<file path="config.mk">
export PLATFORM = sky130hd
export DESIGN_NAME = mtim_div_stage
export DESIGN_NICKNAME = d
export VERILOG_FILES = /design/src/hdl/maxwell_tent_inverse_map_assert.svh /design/src/hdl/mtim_pkg.sv /design/src/hdl/mtim_div_stage.sv
export SDC_FILE = /design/constraint.sdc
export NUM_CORES = 2
export LEC_CHECK = 0
export ABC_AREA = 1
export BUFFER_PORTS_ARGS = -buffer_cell sky130_fd_sc_hd__buf_2
export CAP_MARGIN = 10
export CORE_AREA = 2 2 664 666
export CTS_BUF_LIST = sky130_fd_sc_hd__clkbuf_4
export CTS_CLUSTER_DIAMETER = 150
export DETAILED_ROUTE_END_ITERATION = 8
export DIE_AREA = 0 0 666 668
export GPL_TIMING_DRIVEN = 0
export SLEW_MARGIN = 20
export SYNTH_ARGS = -nofsm -noshare
export SYNTH_HDL_FRONTEND = slang
export SYNTH_SLANG_ARGS = --single-unit
</file>
<file path="constraint.sdc">
create_clock -name clk -period 0.8 [get_ports clk]
set_input_delay 0.08 -clock clk [delete_from_list [all_inputs] [get_ports clk]]
set_output_delay 0.08 -clock clk [all_outputs]
set_load 0.05 [all_outputs]
</file>
<file path="src/hdl/maxwell_tent_inverse_map_assert.svh">
// assertion macros for the tent inverse map checks
// expects clk and arst_n in the scope of use
`ifndef MAXWELL_TENT_INVERSE_MAP_ASSERT_SVH
`define MAXWELL_TENT_INVERSE_MAP_ASSERT_SVH

// same-cycle implication
`define MTIM_CHECK_NOW(lbl, ante, cons, msg) \
	lbl: assert property (@(posedge clk) disable iff (!arst_n) (ante) |-> (cons)) \
		else $error(msg);

// next-cycle implication
`define MTIM_CHECK_NEXT(lbl, ante, cons, msg) \
	lbl: assert property (@(posedge clk) disable iff (!arst_n) (ante) |=> (cons)) \
		else $error(msg);

`endif

</file>
<file path="src/hdl/mtim_pkg.sv">
// shared types and constants for the tent inverse map datapath
// no dependencies
`timescale 1ns / 1ps
`default_nettype none

package mtim_pkg;

	localparam int LANES = 6;
	localparam int DIV_STEPS = 32;

	localparam logic [63:0] ONE_Q60 = 64'h1000_0000_0000_0000;
	localparam logic [31:0] SAT_POS = 32'h7fff_ffff;
	localparam logic [31:0] SAT_NEG = 32'h8000_0000;

	typedef struct packed {
		logic        valid;
		logic        flag;
	} ctrl_t;

	typedef struct packed {
		logic [63:0] rem;
		logic [31:0] low;
		logic [31:0] quo;
		logic        neg;
		logic        ovf;
	} lane_t;

endpackage

`default_nettype wire

</file>
<file path="src/hdl/mtim_div_stage.sv">
// one registered restoring division step for all six output lanes
// depends on mtim_pkg
`timescale 1ns / 1ps
`default_nettype none

module mtim_div_stage (
	input  wire logic                                   clk,
	input  wire logic                                   arst_n,
	input  wire logic                                   en,
	input  wire mtim_pkg::ctrl_t                        ctrl_d,
	input  wire logic [63:0]                            dm_d,
	input  wire mtim_pkg::lane_t [mtim_pkg::LANES-1:0]  lane_d,
	output mtim_pkg::ctrl_t                             ctrl_q,
	output logic [63:0]                                 dm_q,
	output mtim_pkg::lane_t [mtim_pkg::LANES-1:0]       lane_q
);

	mtim_pkg::lane_t [mtim_pkg::LANES-1:0] nxt;
	logic [65:0] diff [mtim_pkg::LANES];

	always_comb begin
		for (int i = 0; i < mtim_pkg::LANES; i++) begin
			diff[i] = {1'b0, lane_d[i].rem, lane_d[i].low[31]} - {2'b00, dm_d};
			nxt[i] = lane_d[i];
			nxt[i].low = {lane_d[i].low[30:0], 1'b0};
			if (!diff[i][65]) begin
				nxt[i].rem = diff[i][63:0];
				nxt[i].quo = {lane_d[i].quo[30:0], 1'b1};
			end else begin
				nxt[i].rem = {lane_d[i].rem[62:0], lane_d[i].low[31]};
				nxt[i].quo = {lane_d[i].quo[30:0], 1'b0};
			end
		end
	end

	always_ff @(posedge clk or negedge arst_n) begin
		if (!arst_n) begin
			ctrl_q <= '0;
		end else if (en) begin
			ctrl_q <= ctrl_d;
		end
	end

	always_ff @(posedge clk) begin
		if (en) begin
			dm_q <= dm_d;
			lane_q <= nxt;
		end
	end

endmodule

`default_nettype wire
</file>
==> run metrics <==
initial DRC count=7199; design area=0.120 mm^2; io pins=1695; length of the first detailed-routing pass in iterations=6; crit-path leading delay family=buffers and inverters; die width=666 um; pre-CTS WS=-3.09 ns; most frequent cells in the layout=nand2_1 (3909), dlygate4sd3_1 (1927), inv_1 (1857); syn avg cell area=6.75 um^2; vias in the first global route=78600; DP Wirelength=461000 um; Critical Path Most Common Cell=nand2_1; Fin. Hold Viols=555; DRC Markers=0; DRT antenna net count=0; wire per inst=27.8 um; CTS max path bufs=4; share of cells above drive strength 1=0.253; global route overflow=0; crit path launch type=primary input; Clk pin slew, worst setup/hold paths=0.08 ns; Via Count=84400; row count=243; Worst-Margin Slew=0.915 ns; Seq/Total Area, Yosys=0.378; Die Ht=668 um; area fraction of the dominant cell type after synthesis=0.377; fin crit period=2.53 ns; GRT Overall Usage=0.237; most common cell after layout, fill and taps aside=nand2_1; area of the die=0.445 mm^2; Hold Slack=-0.957 ns; Slowest Stage Delay on Critical Path=0.67 ns; Clock Skews=0 ns; post-layout net count=15400; failing checks=negative hold slack, negative setup slack; CP Cell Sequence=buf_2, dlygate4sd3_1, inv_8, buf_16, buf_12, ha_1, nand2_1, nor2_1, nand3_1, nand3_2, nand2_1, nand2_2, nand2_1, nand2_2, nand2_4, buf_12, clkbuf_2, nand3_1, nand2_1; Placed Area=0.0839 mm^2; Synth area leaders=edfxtp_1 (38%), nand2_1 (23%), inv_1 (11%); setup TNS=-1878.87 ns; IO Port Bufs=1682; largest net degree at the start of global routing=134; GP Congestion=1.02; CTS Root Buffer Type=clkbuf_4; Final setup viols=1885; Fmax=396 MHz; CP endpoint kind=flip-flop; Hold Crit Class=in -> reg; worst relative slew slack=0.390; Worst Path Buf+Inv=7; CP required=1.73 ns; initial antenna violation count=171; Yosys warning count=0; slowest cell on the critical path=dlygate4sd3_1; Static Leakage=58.7 nW; Post-Route Utilization=0.274; worst-path maximum fanout=10; cell taking the most area after synthesis=edfxtp_1; pwr dens=1640 mW/mm^2; layout overhead on the synthesized area=79.7%; Clock Latency Late Sink=1.22 ns; H-tree depth=5; Setup Crit Path Kind=in -> reg; outcome=complete, but fails checks; Core ar.=0.437 mm^2; final max-slew violation count=0; Starting Density=0.153; first-pass GRT wire length=704000 um; TritonCTS clock tree=done; detailed-route wire length=563000 um; Final WS setup=-1.73 ns; synthesis-stage register bit count=840; clock tree sinks=840; Mapped Area=0.0667 mm^2; fill count=47400; CTS Buf Count=280; via/cell ratio=4.16; unrepaired setup endpoints after global routing=true; Worst VDD drop=1.18 mV; Netlist cell types=42; crit path DAT=3.46 ns; Max Cap Viol=0; Post-Synthesis Cells=9877; Final period util=3.16
[stage by stage]
step,total power [W],cells
after floorplan,0.0981,9882
after global routing,0.205,20200
final,0.196,20300
after global placement,0.121,17300
after detailed placement,0.129,17400
after CTS,0.189,19800
[final timing paths]
check / start / cells after the start / endpoint / slack (ns)
min in group asynchronous: arst_n / 4 / ctrl_q[1]$_DFFE_PN0P_ / 0.29
setup / recovery: dm_d[4] / 19 / lane_q[603]$_DFFE_PP_ / -1.73
hold reg to reg: ctrl_q[0]$_DFFE_PN0P_ / 1 / ctrl_q[0]$_DFFE_PN0P_ / 0.54
setup reg to reg: ctrl_q[1]$_DFFE_PN0P_ / 1 / ctrl_q[1]$_DFFE_PN0P_ / 0.04
max in group asynchronous: arst_n / 4 / ctrl_q[0]$_DFFE_PN0P_ / 0.37
hold / removal: dm_d[31] / 1 / dm_q[31]$_DFFE_PP_ / -0.96
[cell families (layout without fill, tap and decap cells)]
kind of cell,after synthesis,count (layout),synth area share
compound gates,301,301,0.0231
flops,840,840,0.378
mux,2,2,0.000338
simple gates,6044,6045,0.376
other cells,1,142,0.0000562
fa+ha+maj,390,390,0.0738
buf+inv,2113,6612,0.124
xor+xnor,186,186,0.0244
[cell type report]
cell class / count / area [um^2] / area share
Multi-Input combinational cell: 6930 / 39600 / 0.331
Timing Repair Buffer: 4023 / 35000 / 0.292
Sequential cell: 840 / 25200 / 0.210
Inverter: 1991 / 7910 / 0.0660
Tap cell: 5757 / 7200 / 0.0601
Clock buffer: 370 / 2780 / 0.0232
Buffer: 119 / 1160 / 0.00969
Clock inverter: 109 / 628 / 0.00524
Antenna cell: 136 / 340 / 0.00284
[metal layers]
metal	GRT usage	wire, um	share of wire
met5	0	395	0.00070
met4	0.214	63400	0.11
met3	0.0598	44100	0.078
met2	0.398	261000	0.46
met1	0.244	193000	0.34
[registers in the layout, indices dropped and copies added (netlist names)]
register / count
lane_q: 774
dm_q: 64
ctrl_q: 2
[repair_timing]
item	4_1_cts	5_1_grt
pin swaps	12	166
buffers inserted	32	265
hold endpoints to repair	1311	858
gates resized for setup	786	1441
cloned	1	13
setup endpoints to repair	1557	1596
hold buffers	1916	488
[cells in the mapped netlist (all sizes together)]
cell,instances
o21ai,29
nand3b,56
ha,384
nand4,91
nand2,4178
inv,1987
and3,12
o21bai,6
nor2,706
a21oi,265
conb,1
and2,18
dfrtp,2
a211oi,1
nor4,36
mux2,2
edfxtp,838
xnor2,6
nand3,879
buf,66
nor3,63
xor2,180
fa,6
clkbuf,56
clkinv,4
or2,5
[power by group]
part	switching, W	leakage (nW)	internal (W)
clock	0.0252	2.02	0.0227
sequential	0.00317	8.22	0.0548
combinational	0.0612	48.4	0.0293
total	0.0896	58.7	0.107
Note: power is estimated with default switching activity, not from simulation.
